--- src/rtl/core/pfbfe_pkg.sv ---
// ----------------------------------------------------------------------------
// pfbfe_pkg
// Shared types and fixed field widths for the filter bank front end.
// ----------------------------------------------------------------------------
package pfbfe_pkg;

	localparam int SAMP_W = 8;   // recorder sample part
	localparam int COEF_W = 16;  // Q1.15 coefficient
	localparam int HIST_W = 16;  // packed history word: filter real high, imag low
	localparam int PROD_W = 24;  // 8 x 16 signed product
	localparam int SUM_W  = 32;  // weighted sum
	localparam int BIN_W  = 8;   // bin index port
	localparam int CIDX_W = 10;  // coefficient slot port

	localparam logic FUNC_COEFF = 1'b1;

	typedef enum logic [1:0] {
		ST_IDLE,
		ST_ISSUE,
		ST_DRAIN,
		ST_HOLD
	} state_t;

	// read pipeline control handed to the MAC
	typedef struct packed {
		logic clear;     // start of a new sum
		logic valid_s1;  // RAM read data valid this cycle
		logic last_s1;   // read data belongs to the newest tap
	} mac_ctrl_t;

endpackage

--- src/rtl/core/pfbfe_mac.sv ---
// ----------------------------------------------------------------------------
// pfbfe_mac
// Complex-by-real multiply stage and 32-bit accumulator, one tap per cycle.
// ----------------------------------------------------------------------------
module pfbfe_mac (
	input  logic                                clk,
	input  logic                                arst_n,
	input  pfbfe_pkg::mac_ctrl_t                ctrl,
	input  logic [pfbfe_pkg::HIST_W-1:0]        hist_data,
	input  logic [pfbfe_pkg::COEF_W-1:0]        coef_data,
	output logic                                done,
	output logic signed [pfbfe_pkg::SUM_W-1:0]  sum_re,
	output logic signed [pfbfe_pkg::SUM_W-1:0]  sum_im
);

	logic signed [pfbfe_pkg::SAMP_W-1:0] h_re;
	logic signed [pfbfe_pkg::SAMP_W-1:0] h_im;
	logic signed [pfbfe_pkg::COEF_W-1:0] coef;
	logic signed [pfbfe_pkg::PROD_W-1:0] prod_re_s2;
	logic signed [pfbfe_pkg::PROD_W-1:0] prod_im_s2;
	logic                                valid_s2;
	logic                                last_s2;
	logic signed [pfbfe_pkg::SUM_W-1:0]  acc_re_q;
	logic signed [pfbfe_pkg::SUM_W-1:0]  acc_im_q;

	assign h_re = $signed(hist_data[pfbfe_pkg::HIST_W-1:pfbfe_pkg::SAMP_W]);
	assign h_im = $signed(hist_data[pfbfe_pkg::SAMP_W-1:0]);
	assign coef = $signed(coef_data);

	// product register
	always_ff @(posedge clk) begin
		prod_re_s2 <= pfbfe_pkg::PROD_W'(h_re) * pfbfe_pkg::PROD_W'(coef);
		prod_im_s2 <= pfbfe_pkg::PROD_W'(h_im) * pfbfe_pkg::PROD_W'(coef);
	end

	always_ff @(posedge clk or negedge arst_n) begin
		if (!arst_n) begin
			valid_s2 <= 1'b0;
			last_s2  <= 1'b0;
		end else begin
			valid_s2 <= ctrl.valid_s1;
			last_s2  <= ctrl.valid_s1 & ctrl.last_s1;
		end
	end

	// sums cannot overflow: up to 256 taps of 24-bit products fit in 32 bits
	always_ff @(posedge clk) begin
		if (ctrl.clear) begin
			acc_re_q <= '0;
			acc_im_q <= '0;
		end else if (valid_s2) begin
			acc_re_q <= acc_re_q + pfbfe_pkg::SUM_W'(prod_re_s2);
			acc_im_q <= acc_im_q + pfbfe_pkg::SUM_W'(prod_im_s2);
		end
	end

	assign done   = valid_s2 & last_s2;
	assign sum_re = acc_re_q;
	assign sum_im = acc_im_q;

endmodule

--- config.mk ---
export PLATFORM = sky130hd
export DESIGN_NAME = pfbfe_mac
export DESIGN_NICKNAME = d
export VERILOG_FILES = /design/src/rtl/core/pfbfe_pkg.sv /design/src/rtl/core/pfbfe_mac.sv
export SDC_FILE = /design/constraint.sdc
export NUM_CORES = 1
export LEC_CHECK = 0
export BUFFER_PORTS_ARGS = -buffer_cell sky130_fd_sc_hd__buf_2
export CAP_MARGIN = 40
export CORE_ASPECT_RATIO = 0.75
export CORE_MARGIN = 4
export CORE_UTILIZATION = 47
export CTS_BUF_LIST = sky130_fd_sc_hd__clkbuf_16
export DETAILED_ROUTE_END_ITERATION = 10
export GPL_TIMING_DRIVEN = 0
export SLEW_MARGIN = 0
export SYNTH_ARGS = -nofsm -noshare
export SYNTH_HDL_FRONTEND = slang
export SYNTH_SLANG_ARGS = --single-unit
--- constraint.sdc ---
create_clock -name clk -period 3.9 [get_ports clk]
set_input_delay 0.78 -clock clk [delete_from_list [all_inputs] [get_ports clk]]
set_output_delay 0.78 -clock clk [all_outputs]
set_load 0.02 [all_outputs]
After elaboration in Yosys (flattened, before gate mapping)
Index checks and enable logic that the tools add are counted.

word-level totals
  logic and storage cells = 12
  register bits = 114
  output and inout port bits = 65
  memory bits (writable) = 0
  latch bits = 0
  memories kept = 0
  ROM bits = 0
  input port bits = 37

operators by class
  reduce and logical (&&, ||, !) cells = 0
  bitwise logic cells = 2
  eq/ne operators = 0
  $lt $le $gt $ge = 0
  shift-type cells = 0
  multipliers = 2
  divide/modulo/power cells = 0
  $add $sub $neg = 2
  mux-type cells = 0

operators with widths
  kind              count
  $add A32 B24 Y32  2
  $mul A8 B16 Y24   2
  $and A1 B1 Y1     2

Depth between registers and ports, before layout
Gate-level depths: netlist of run 1.

  word-level depth = 1
  gate-level depth with buffers = 20
  depth with buffers taken out = 19

Least setup slack after synthesis of run 1
No wires, ideal clock.

  kind = in2reg
  start = input port hist_data[15] in the netlist's numbering
  end = register prod_re_s2[23] in the netlist's numbering
  data arrival time = 5368 ps
  buffers on the path = 1
  setup slack = -1589 ps
  library setup time = 121 ps
  stages on the path = 19
  data required time = 3779 ps
  cell sequence = inv_1 -> buf_1 -> nor2_1 -> fa_1 -> fa_1 -> fa_1 -> inv_1 -> fa_1 -> inv_1 -> ha_1 -> a21oi_1 -> o21bai_1 -> a21oi_1 -> o21ai_0 -> a41o_1 -> o211a_1 -> a2111oi_1 -> a21oi_1 -> xnor2_1

on the way
  longest elaborated chain between the ends = 1

RTL lines
  element                 RTL line         RTL
  start: declaration      pfbfe_mac.sv:9   input logic [pfbfe_pkg::HIST_W-1:0] hist_data,
  $mul A8 B16 Y24         pfbfe_mac.sv:32  prod_re_s2 <= pfbfe_pkg::PROD_W'(h_re) * pfbfe_pkg::PROD_W'(coef);
  end signal: assignment  pfbfe_mac.sv:32
  end: declaration        pfbfe_mac.sv:19  logic signed [pfbfe_pkg::PROD_W-1:0] prod_re_s2;

Every way passes these cells.
A chain may end at the register's enable or synchronous reset.

Worst setup path after layout of run 1
  start = input port coef_data[4] in the netlist's numbering
  end = register prod_re_s2[22] in the netlist's numbering

on the way
  longest elaborated chain between the ends = 1

RTL lines
  element             RTL line         RTL
  start: declaration  pfbfe_mac.sv:10  input logic [pfbfe_pkg::COEF_W-1:0] coef_data,
  $mul A8 B16 Y24     pfbfe_mac.sv:32

Every way passes these cells.

==> results of run 1 <==
-- worst max-delay path: stages --
cell and delay [ns]:
buf_12 0.09, clkbuf_16 0.15, buf_12 0.11, nand2_4 0.05, fa_1 0.49, fa_1 0.52
inv_1 0.05, fa_1 0.47, inv_1 0.05, fa_1 0.49, inv_2 0.05, ha_4 0.24
buf_6 0.12, o21ai_4 0.06, a21oi_2 0.09, o211ai_1 0.38, a21oi_2 0.12, o21ai_2 0.24
a31oi_4 0.13, or4_1 0.43, nand3_2 0.09
-- cells in the final DEF (no fill, tap or decap), types with 24 or more instances in the layout --
| master | instances |
|---|---|
| a21o_1 | 61 |
| a21oi_1 | 59 |
| and2_1 | 174 |
| buf_2 | 75 |
| buf_4 | 79 |
| buf_6 | 30 |
| clkbuf_16 | 31 |
| dfxtp_1 | 112 |
| fa_1 | 201 |
| ha_1 | 132 |
| inv_1 | 272 |
| mux2i_1 | 25 |
| nand2_1 | 95 |
| nand3_1 | 24 |
| nor2_1 | 109 |
| o21ai_0 | 37 |
| xnor2_1 | 51 |
-- final timing paths --
| path | startpoint | to | cells after the start |
|---|---|---|---|
| setup reg to reg | sum_im[0] | sum_im[30] | 12 |
| setup / recovery | coef_data[4] | prod_re_s2[22] | 21 |
| hold reg to reg | sum_im[27] | sum_im[27] | 2 |
| max in group asynchronous | arst_n | last_s2 | 1 |
| min in group clk | ctrl[1] | valid_s2 | 1 |
| hold / removal | arst_n | valid_s2 | 1 |
-- routing by layer --
layer | vias to the layer above | routed length [um]
met5 | - | 0
met4 | 0 | 672
met3 | 47 | 3200
met2 | 401 | 18820
met1 | 6345 | 21420
li1 | 6266 | -
-- power groups by stage --
| stage | logic, W | registers [W] | clock network, W |
|---|---|---|---|
| final | 0.0126 | 0.00219 | 0.00162 |
| after global routing | 0.0140 | 0.00223 | 0.00171 |
| after CTS | 0.0119 | 0.00217 | 0.00165 |
| after detailed placement | 0.0107 | 0.00220 | 0 |
| after global placement | 0.0105 | 0.00219 | 0 |
| after floorplan | 0.00797 | 0.00230 | 0 |
-- through the flow --
stage | TNS [ns] | worst slack [ns] | total power [W] | hold slack (ns) | std cells
global route | -19.24 | -1.022 | 0.01796 | 0.1316 | 2459
floorplan | -12.42 | -0.9379 | 0.01026 | 0.4844 | 1796
detailed placement | -35.45 | -1.793 | 0.01287 | 0.4867 | 2340
finish | -15.36 | -0.9201 | 0.01645 | 0.1382 | 2459
CTS | -14.87 | -0.9646 | 0.01568 | 0.1263 | 2437
global placement | -35.56 | -1.822 | 0.01269 | 0.4811 | 2338
-- state kept, by name, summed over array words and instances (netlist names) --
register    flops
last_s2         1
prod_im_s2     24
prod_re_s2     24
sum_im         32
sum_re         32
valid_s2        1
-- cells by family after synthesis --
group                      after synthesis  synth area share (%)
AOI/OAI and AO/OA                      312                 13.59
xor gates and xnor gates                80                 4.484
adders and majority gates              360                 38.82
buffers and inverters                  353                 8.479
DFF                                    114                 14.67
muxes                                   28                 1.817
and+or+nand+nor                        549                 18.15
-- final cells by class --
cell class                 instances  area, um2
inverter                         293       1107
timing repair buffer             189       1456
multi-input combinational       1329      12740
sequential                       114       2292
clock buffer                      17      425.4
tap                              442      553.0
fill                            2914      13170
buffer                            60      666.9
clock inverter                    15      183.9
-- repair_timing --
item,CTS,global route
endpoints found under the setup margin,29,32
buffers inserted,66,24
pin swaps,72,69
resized for setup,159,82
cloned,0,2
==> results.md, run 1 <==
* Initial core utilization at between 40% and 50%
* First DRT Iteration DRCs at 929
* Final core utilization at 59.59%
* Final worst setup slack at -0.9201 ns
* Met3 GRT Util at 3.731%
* CTS tree: done
* Post-route ant nets at 0
* CP max FO at 8
* Most used DFF post-synth: dfxtp_1
* Net Sw Frac at 48.62%
* Status: complete, but fails checks
* Met1 Use GR at 37.42%
* Post-synth EDFFs at 0
* Design Area, Final at 19420 um2
* Number of port buffers at 100
* Cts hold-fix bufs at 0
* Drc violations at 0
* Share of the synthesized area in the top cell type at 26.65%
* Drt pass-1 iters at 5
* Arrival @ worst endpoint at approximately 5.2 ns
* Post-DP HPWL at 34600 um
* Final min period at 4.820 ns
* VDD IR-drop max at 421.7 uV
* Post-Route WL at between 40000 and 50000 um
* Clock power frac at 9.9%
* Rows at between 50 and 60
* Routed via count at 13059
* Die Wd at around 220 um
* Layout cells sized above 1 at 20.33%
* Failing checks: negative setup slack
* Net count reported at finish at ~2400
* Routability congestion estimate at ~0.87
* #FFs+latches synth at approximately 110
* Leading area contributor after synthesis: fa_1
* IO Pins at 102
* P&R area growth vs syn at 24.28%
* Fmax at 207.5 MHz
* Setup violation total in the final timing report at 27
* Synth Area per Inst at around 8.7 um2
* Die area at 36260 um2
* Logic pwr share at 76.8%
* Routed length per instance at 17.94 um
* Cells after Synth at 1796
* Synth async-reset ratio at 1.754%
* Post-synth top cells: 293 x inv_1, 208 x fa_1, 185 x and2_1
* Synth area leaders: fa_1 27%, dfxtp_1 14%, ha_1 12%
* Top-count cell post-synth: inv_1
* Vias in the first global route at 13111
* CP startpoint kind: input pin
* Clock tree buffer depth at 2
* Syn nets at 2193
* Clk_lat worst skew at roughly 0.43 ns
* Pleak at 9.674 nW
* CTS sink count at 114
* Placed Area at 17190 um2
* Setup Skew at between 0.008 and 0.009 ns
* Yosys Warn Count at 0
* Routing usage on met2 at 36.97%
* Max-cap violation count at 0
* Sequential fraction of the synthesis area at 14.67%
* Setup repair after global routing missed its margin: true
* Hold Crit Class: input pin to asynchronous set/reset pin
* CTS H-tree depth at 4
* GR peak layer: met1
* Antenna diode count at 0
* Synth cell types at 71
* Tcrit/Tclk final at 123.6%
* Final hold viol count at 0
* Root buffer cell: clkbuf_16
* Critical Path RT at 4.27 ns
* Clk slew on worst S/H paths at 0.06 ns
* Final global-route overflow total at 0
* Vias per cell at 5.311
* Num CTS Buffers at 17
* Slew margin rel. at a little over two fifths
* Seq pwr share at 13.3%
* Die height at between 150 and 200 um
* Initial antenna violation count at 4
* Internal at approximately 0.0085 W
* First-pass GRT wire length at around 71000 um
* Core Region at about 33000 um2
* Synthesized area at 15630 um2
* Reg2reg setup slack at 0.57 ns
* Critical path class: input pin to register
* Nature of the critical path endpoint: register
* GRT Overall Usage at roughly a quarter
* Power per cell area at 847.1 nW/um2
* Sw Pwr at 0.007999 W
* Worst Tran Pin Value at 0.8597 ns
* Slew Viols, Final at 0
* Largest net degree at the start of global routing at 17
Note: power is estimated with default switching activity, not from simulation.
==> run 2, diff against run 1 <==
==> constraint.sdc (replaced) <==
create_clock -name clk -period 3.9 [get_ports clk]
set_input_delay 0.195 -clock clk [delete_from_list [all_inputs] [get_ports clk]]
set_output_delay 0.195 -clock clk [all_outputs]
set_load 0.02 [all_outputs]
==> run 2 against run 1 <==
Compared with the run above:
- the run still ends with negative setup slack left
- worst setup slack improved by 0.54 ns
- routed wire length increased by 0.32%
- critical path depth unchanged
- sequential cell count unchanged
- final area decreased by 1.4%
- global-route usage decreased by 0.18 points
- sequential power about the same
- sequential share of layout area increased by 0.16 points
- final cell count decreased by 0.69%
- worst hold slack got worse by 0.055 ns
- clock power about the same
- count of clock-buffer cells in the layout unchanged
- largest power group unchanged
- highest routed layer is now met5
==> results.md, run 2 (synthesized netlist as in run 1, its figures left out) <==
* Status: complete, but fails checks
* Failing checks: negative setup slack
* Worst Tran Pin Value at 0.8918 ns (+0.03207 ns)
* Vias in the first global route at 13209 (+0.75%)
* Drt pass-1 iters at 5 (unchanged)
* Slew margin rel. at 40.55% (-2.1 points)
* Final global-route overflow total at 0 (unchanged)
* Clk_lat worst skew at 0.42 ns (about the same)
* Core Region at 32590 um2 (unchanged)
* GRT Overall Usage at 24.34% (-0.18 points)
* Setup violation total in the final timing report at 13 (-52%)
* CTS sink count at 114 (unchanged)
* First DRT Iteration DRCs at 1000 (+7.6%)
* Initial core utilization at 47.95% (unchanged)
* Max-cap violation count at 0 (unchanged)
* Critical Path RT at 4.20 ns (-0.07 ns)
* Antenna diode count at 0 (unchanged)
* Die area at 36260 um2 (unchanged)
* Post-Route WL at 44260 um (+0.32%)
* Pleak at 9.523 nW (-1.6%)
* Vias per cell at 5.355 (+0.84%)
* Arrival @ worst endpoint at 4.58 ns (-0.61 ns)
* Setup repair after global routing missed its margin: true
* Routability congestion estimate at 0.9452 (+8.4%)
* CP max FO at 5 (-3)
* Clk slew on worst S/H paths at 0.06 ns (about the same)
* Hold Crit Class: input pin to asynchronous set/reset pin
* Slew Viols, Final at 0 (unchanged)
* Final core utilization at 58.78% (-0.81 points)
* VDD IR-drop max at 424.5 uV (+0.67%)
* Final hold viol count at 0 (unchanged)
* Most frequent cells in the layout: 276 x inv_1, 194 x fa_1, 175 x and2_1, 131 x ha_1, 114 x nor2_1
* Largest net degree at the start of global routing at 17 (unchanged)
* Drc violations at 0 (unchanged)
* Tcrit/Tclk final at 109.8% (-14 points)
* Rows at 57 (unchanged)
* First-pass GRT wire length at 70690 um (-0.43%)
* Final min period at 4.280 ns (-0.5396 ns)
* Die height at 165.9 um (unchanged)
* Hold Slack at 0.08332 ns (-0.05490 ns)
* IO Pins at 102 (unchanged)
* Root buffer cell: clkbuf_16
* Commonest non-fill, non-tap cell in the layout: inv_1
* Routed via count at 13078 (+0.15%)
* Power per cell area at 820.7 nW/um2 (-3.1%)
* Nature of the critical path endpoint: register
* Critical path class: input pin to register
* Post-DP HPWL at 34970 um (+1.1%)
* Setup Skew at 0.01170 ns (+0.003001 ns)
* Routed length per instance at 18.12 um (+1.0%)
* Design Area, Final at 19160 um2 (-1.4%)
* P&R area growth vs syn at 22.59%
* Net count reported at finish at 2384 (-0.71%)
* CP startpoint kind: input pin
* Initial antenna violation count at 2 (-2)
* Layout cells sized above 1 at 18.80% (-1.5 points)
* Die Wd at 218.6 um (unchanged)
* Number of port buffers at 100 (unchanged)
* CTS tree: done
* Fmax at 233.6 MHz (+13%)
* Num CTS Buffers at 17 (unchanged)
* Clock tree buffer depth at 2 (unchanged)
* Final worst setup slack at -0.3805 ns (+0.5396 ns)
* Post-route ant nets at 0 (unchanged)
* Setup TNS at -1.668 ns (+13.69 ns)
* CTS H-tree depth at 4 (unchanged)
* Placed Area at 17040 um2 (-0.85%)
## run 2: cell count changes in the layout (fill, tap and decap cells not counted), moves of 4 or more
cell       before  now
buf_4          79   63
buf_6          30   20
buf_8           6   16
clkbuf_16      31   27
fa_1          201  194
fa_2            7   14
inv_1         272  276
nor2_1        109  114
nor2_2         10    6
xnor2_1        51   55
## run 2: timing repair
item                                    CTS  global route
pin swaps                                58            84
hold buffers                              3             0
endpoints found under the setup margin   18            21
buffers inserted                         52            30
resized for setup                       135           121
cloned                                    1             0
hold endpoints to repair                  4             0
## run 2: critical path: stages
cell	delay, ns
buf_12	0.08
clkbuf_16	0.13
buf_12	0.10
nand2_4	0.05
fa_1	0.52
fa_1	0.53
inv_1	0.06
fa_1	0.47
inv_1	0.05
fa_1	0.48
inv_2	0.04
ha_4	0.23
a21oi_2	0.18
o22ai_4	0.11
nor2_4	0.13
o21ai_2	0.08
a41o_1	0.21
o211a_1	0.24
a2111oi_4	0.28
a21oi_2	0.12
xnor2_2	0.29
## run 2: area by class of cell
class | count | area, um2
Buffer | 60 | 634.4
Clock buffer | 17 | 425.4
Clock inverter | 15 | 183.9
Fill cell | 2888 | 13430
Inverter | 293 | 1107
Multi-Input combinational cell | 1329 | 12670
Sequential cell | 114 | 2292
Tap cell | 442 | 553.0
Timing Repair Buffer | 172 | 1294
## run 2: report_power, final
| group | switching [W] | total (W) | internal (W) |
|---|---|---|---|
| logic | 0.00658 | 0.0119 | 0.00535 |
| registers | 0.000438 | 0.00218 | 0.00174 |
| clock network | 0.000606 | 0.00162 | 0.00101 |
## run 2: metrics by stage
stage / setup WS (ns) / power [W] / cells
finish: -0.3805 / 0.01572 / 2442
global route: -0.5781 / 0.01722 / 2442
CTS: -0.5597 / 0.01514 / 2420
detailed placement: -1.366 / 0.01263 / 2339
global placement: -1.305 / 0.01239 / 2338
floorplan: -0.3531 / 0.01011 / 1796
## run 2: final timing paths
path	slack, ns	start	depth (start not counted)	end
max reg2reg	0.46	sum_im[0]	12	sum_im[30]
max in group asynchronous	3.72	arst_n	2	last_s2
min	0.08	arst_n	2	valid_s2
max	-0.38	hist_data[10]	21	prod_re_s2[23]
min in group clk	0.10	hist_data[0]	2	prod_im_s2[0]
min reg2reg	0.49	sum_re[19]	2	sum_re[19]
## run 2: per-layer routing
layer,routed length [um],part of all wire [%],global-route usage [%]
met1,21480,49,36.45
met2,19090,43,36.47
met3,2957,6.7,4.920
met4,719,1.6,5.411
met5,7,0.016,0
==> run 3, diff against run 2 <==
--- a/config.mk
+++ b/config.mk
@@ -10,9 +10,11 @@
 export CORE_ASPECT_RATIO = 0.75
 export CORE_MARGIN = 4
 export CORE_UTILIZATION = 47
-export CTS_BUF_LIST = sky130_fd_sc_hd__clkbuf_16
+export CTS_BUF_LIST = sky130_fd_sc_hd__clkbuf_2
 export DETAILED_ROUTE_END_ITERATION = 10
+export GPL_ROUTABILITY_DRIVEN = 0
 export GPL_TIMING_DRIVEN = 0
+export MAX_ROUTING_LAYER = met4
 export SLEW_MARGIN = 0
 export SYNTH_ARGS = -nofsm -noshare
 export SYNTH_HDL_FRONTEND = slang
==> run 3 against run 2 <==
Compared with the run above:
- the run still ends with negative setup slack left
- power fell by 6.3%
- sequential power barely moved
- worst hold slack gained 0.016 ns
- final area down 2.1%
- clock skew increased by 0.040 ns
- non-clock buffer count increased by 16
- critical path depth is 2 lower
- fmax increased by 7.2%
- die area unchanged
- critical path type unchanged
- critical endpoint unchanged
- largest cell class unchanged
==> results.md, run 3 (synthesized netlist as in run 1, its figures left out) <==
* Tcrit/Tclk final at 102.4% (-7.4 points)
* Post-Route WL at 44100 um (-0.34%)
* Largest net degree at the start of global routing at 17 (unchanged)
* Post-DP HPWL at 34950 um (about the same)
* Pleak at 9.394 nW (-1.4%)
* Clk slew on worst S/H paths at 0.17 ns (+0.11 ns)
* Failing checks: negative setup slack
* Drt pass-1 iters at 5 (unchanged)
* Num CTS Buffers at 17 (unchanged)
* Final hold viol count at 0 (unchanged)
* Overall power after layout at 0.01473 W (-6.3%)
* Final global-route overflow total at 0 (unchanged)
* Post-route ant nets at 0 (unchanged)
* P&R area growth vs syn at 20.02%
* Final min period at 3.992 ns (-0.2886 ns)
* Hold Crit Class: input pin to register
* Number of port buffers at 100 (unchanged)
* CTS H-tree depth at 4 (unchanged)
* Root buffer cell: clkbuf_2
* Initial core utilization at 47.95% (unchanged)
* Routed length per instance at 17.94 um (-1.0%)
* CTS sink count at 114 (unchanged)
* Placed Area at 17050 um2 (about the same)
* Worst Tran Pin Value at 0.8278 ns (-0.06399 ns)
* CTS tree: done
* Slew margin rel. at 44.82% (+4.3 points)
* Rows at 57 (unchanged)
* Routed via count at 13011 (-0.51%)
* First-pass GRT wire length at 69640 um (-1.5%)
* VDD IR-drop max at 493.0 uV (+16%)
* Drc violations at 0 (unchanged)
* Vias per cell at 5.291 (-1.2%)
* Nature of the critical path endpoint: register
* Die Wd at 218.6 um (unchanged)
* Slew Viols, Final at 0 (unchanged)
* Layout cells sized above 1 at 17.76% (-1.0 points)
* Setup repair after global routing missed its margin: true
* Core Region at 32590 um2 (unchanged)
* CP endpoint: prod_re_s2[23]
* Max-cap violation count at 0 (unchanged)
* First DRT Iteration DRCs at 961 (-3.9%)
* Power per cell area at 785.5 nW/um2 (-4.3%)
* Die height at 165.9 um (unchanged)
* Fmax at 250.5 MHz (+7.2%)
* Setup violation total in the final timing report at 4 (-9)
* Most frequent cells in the layout: 277 x inv_1, 200 x fa_1, 176 x and2_1, 134 x ha_1, 115 x nor2_1
* Critical path class: input pin to register
* Crit. Startpoint: coef_data[7]
* Commonest non-fill, non-tap cell in the layout: inv_1
* Final worst setup slack at -0.09183 ns (+0.2886 ns)
* Design Area, Final at 18760 um2 (-2.1%)
* R2R Path End: sum_im[30]
* Net count reported at finish at 2400 (+0.67%)
* CP startpoint kind: input pin
* Critical Path RT at 4.48 ns (+0.28 ns)
* GRT Overall Usage at 24.69% (+0.35 points)
* Setup TNS at -0.1773 ns (+1.491 ns)
* Clk_lat worst skew at 0.69 ns (+0.27 ns)
* Die area at 36260 um2 (unchanged)
* Vias in the first global route at 12657 (-4.2%)
* Reg2reg setup slack at 0.49 ns (+0.03 ns)
* IO Pins at 102 (unchanged)
* Worst Reg2Reg Path Length in Cells at 11 (-1)
* Status: complete, but fails checks
* Clock tree buffer depth at 2 (unchanged)
* Initial antenna violation count at 2 (unchanged)
* RR Startpoint: sum_im[1]
* Arrival @ worst endpoint at 4.57 ns (about the same)
* Final core utilization at 57.55% (-1.2 points)
* Setup Skew at 0.05128 ns (+0.03957 ns)
* CP max FO at 7 (+2)
==> run 3: cell types whose count changed in the layout (fill, tap and decap cells not counted), moves of 4 or more <==
cell,before,now
nand2_2,10,5
clkbuf_2,1,20
nand2_1,96,104
fa_1,194,200
fa_2,14,8
dlygate4sd3_1,3,11
buf_2,76,80
clkbuf_16,27,4
a21oi_2,15,11
clkinv_2,0,5
==> run 3: timing repair <==
action | in CTS | in global routing
endpoints found under the setup margin | 7 | 11
endpoints found under the hold margin | 10 | 0
hold buffers | 11 | 0
setup buffers | 34 | 40
gates resized for setup | 78 | 138
gates cloned | 0 | 1
pin swaps | 24 | 65
==> run 3: worst min path at each step <==
stage | from | endpoint | depth (start not counted)
3_5_place_dp | arst_n | last_s2 | 1
6_report | coef_data[0] | prod_im_s2[0] | 3
2_1_floorplan | arst_n | last_s2 | 0
3_3_place_gp | arst_n | valid_s2 | 1
5_1_grt | coef_data[0] | prod_im_s2[0] | 3
4_1_cts | coef_data[0] | prod_im_s2[0] | 3
==> run 3: final cells by class <==
| type | count | area (um2) |
|---|---|---|
| Inverter | 293 | 1107 |
| Antenna cell | 1 | 2.502 |
| Buffer | 60 | 564.3 |
| Timing Repair Buffer | 188 | 1438 |
| Sequential cell | 114 | 2292 |
| Tap cell | 442 | 553.0 |
| Fill cell | 2945 | 13840 |
| Clock buffer | 19 | 95.09 |
| Multi-Input combinational cell | 1329 | 12540 |
| Clock inverter | 13 | 167.7 |
==> run 3: routing by layer <==
layer	vias to the layer above	part of all wire (%)	GRT usage (%)
li1	6261	-	-
met4	0	1.3	4.257
met5	-	0	-
met1	6303	50	37.92
met2	413	42	35.11
met3	34	6.6	3.439
==> run 3: worst max-delay path: stages <==
cell and delay [ns]:
buf_12 0.12, clkbuf_16 0.15, and2_4 0.13, fa_1 0.56, fa_1 0.47, fa_1 0.54
inv_1 0.05, fa_1 0.49, inv_2 0.05, ha_4 0.25, a21oi_4 0.12, o21bai_1 0.10
a21oi_2 0.15, o21ai_2 0.08, a41o_1 0.20, o211a_1 0.25, a2111oi_4 0.26, a21oi_2 0.15
xnor2_4 0.24
==> run 3: through the flow <==
step / worst slack (ns) / hold slack, ns / cells
after CTS: -0.1853 / 0.05018 / 2417
after global placement: -1.344 / -0.02099 / 2338
after global routing: -0.1709 / 0.02449 / 2459
after floorplan: -0.3531 / -0.1006 / 1796
after detailed placement: -1.379 / -0.01843 / 2340
final: -0.09183 / 0.09977 / 2459
==> run 3: power by group <==
group          switching, W  internal [W]  leakage (nW)  total (W)
combinational       0.00645       0.00524          8.28     0.0117
sequential         0.000430       0.00173         0.958    0.00216
clock              0.000470      0.000416         0.158   0.000886
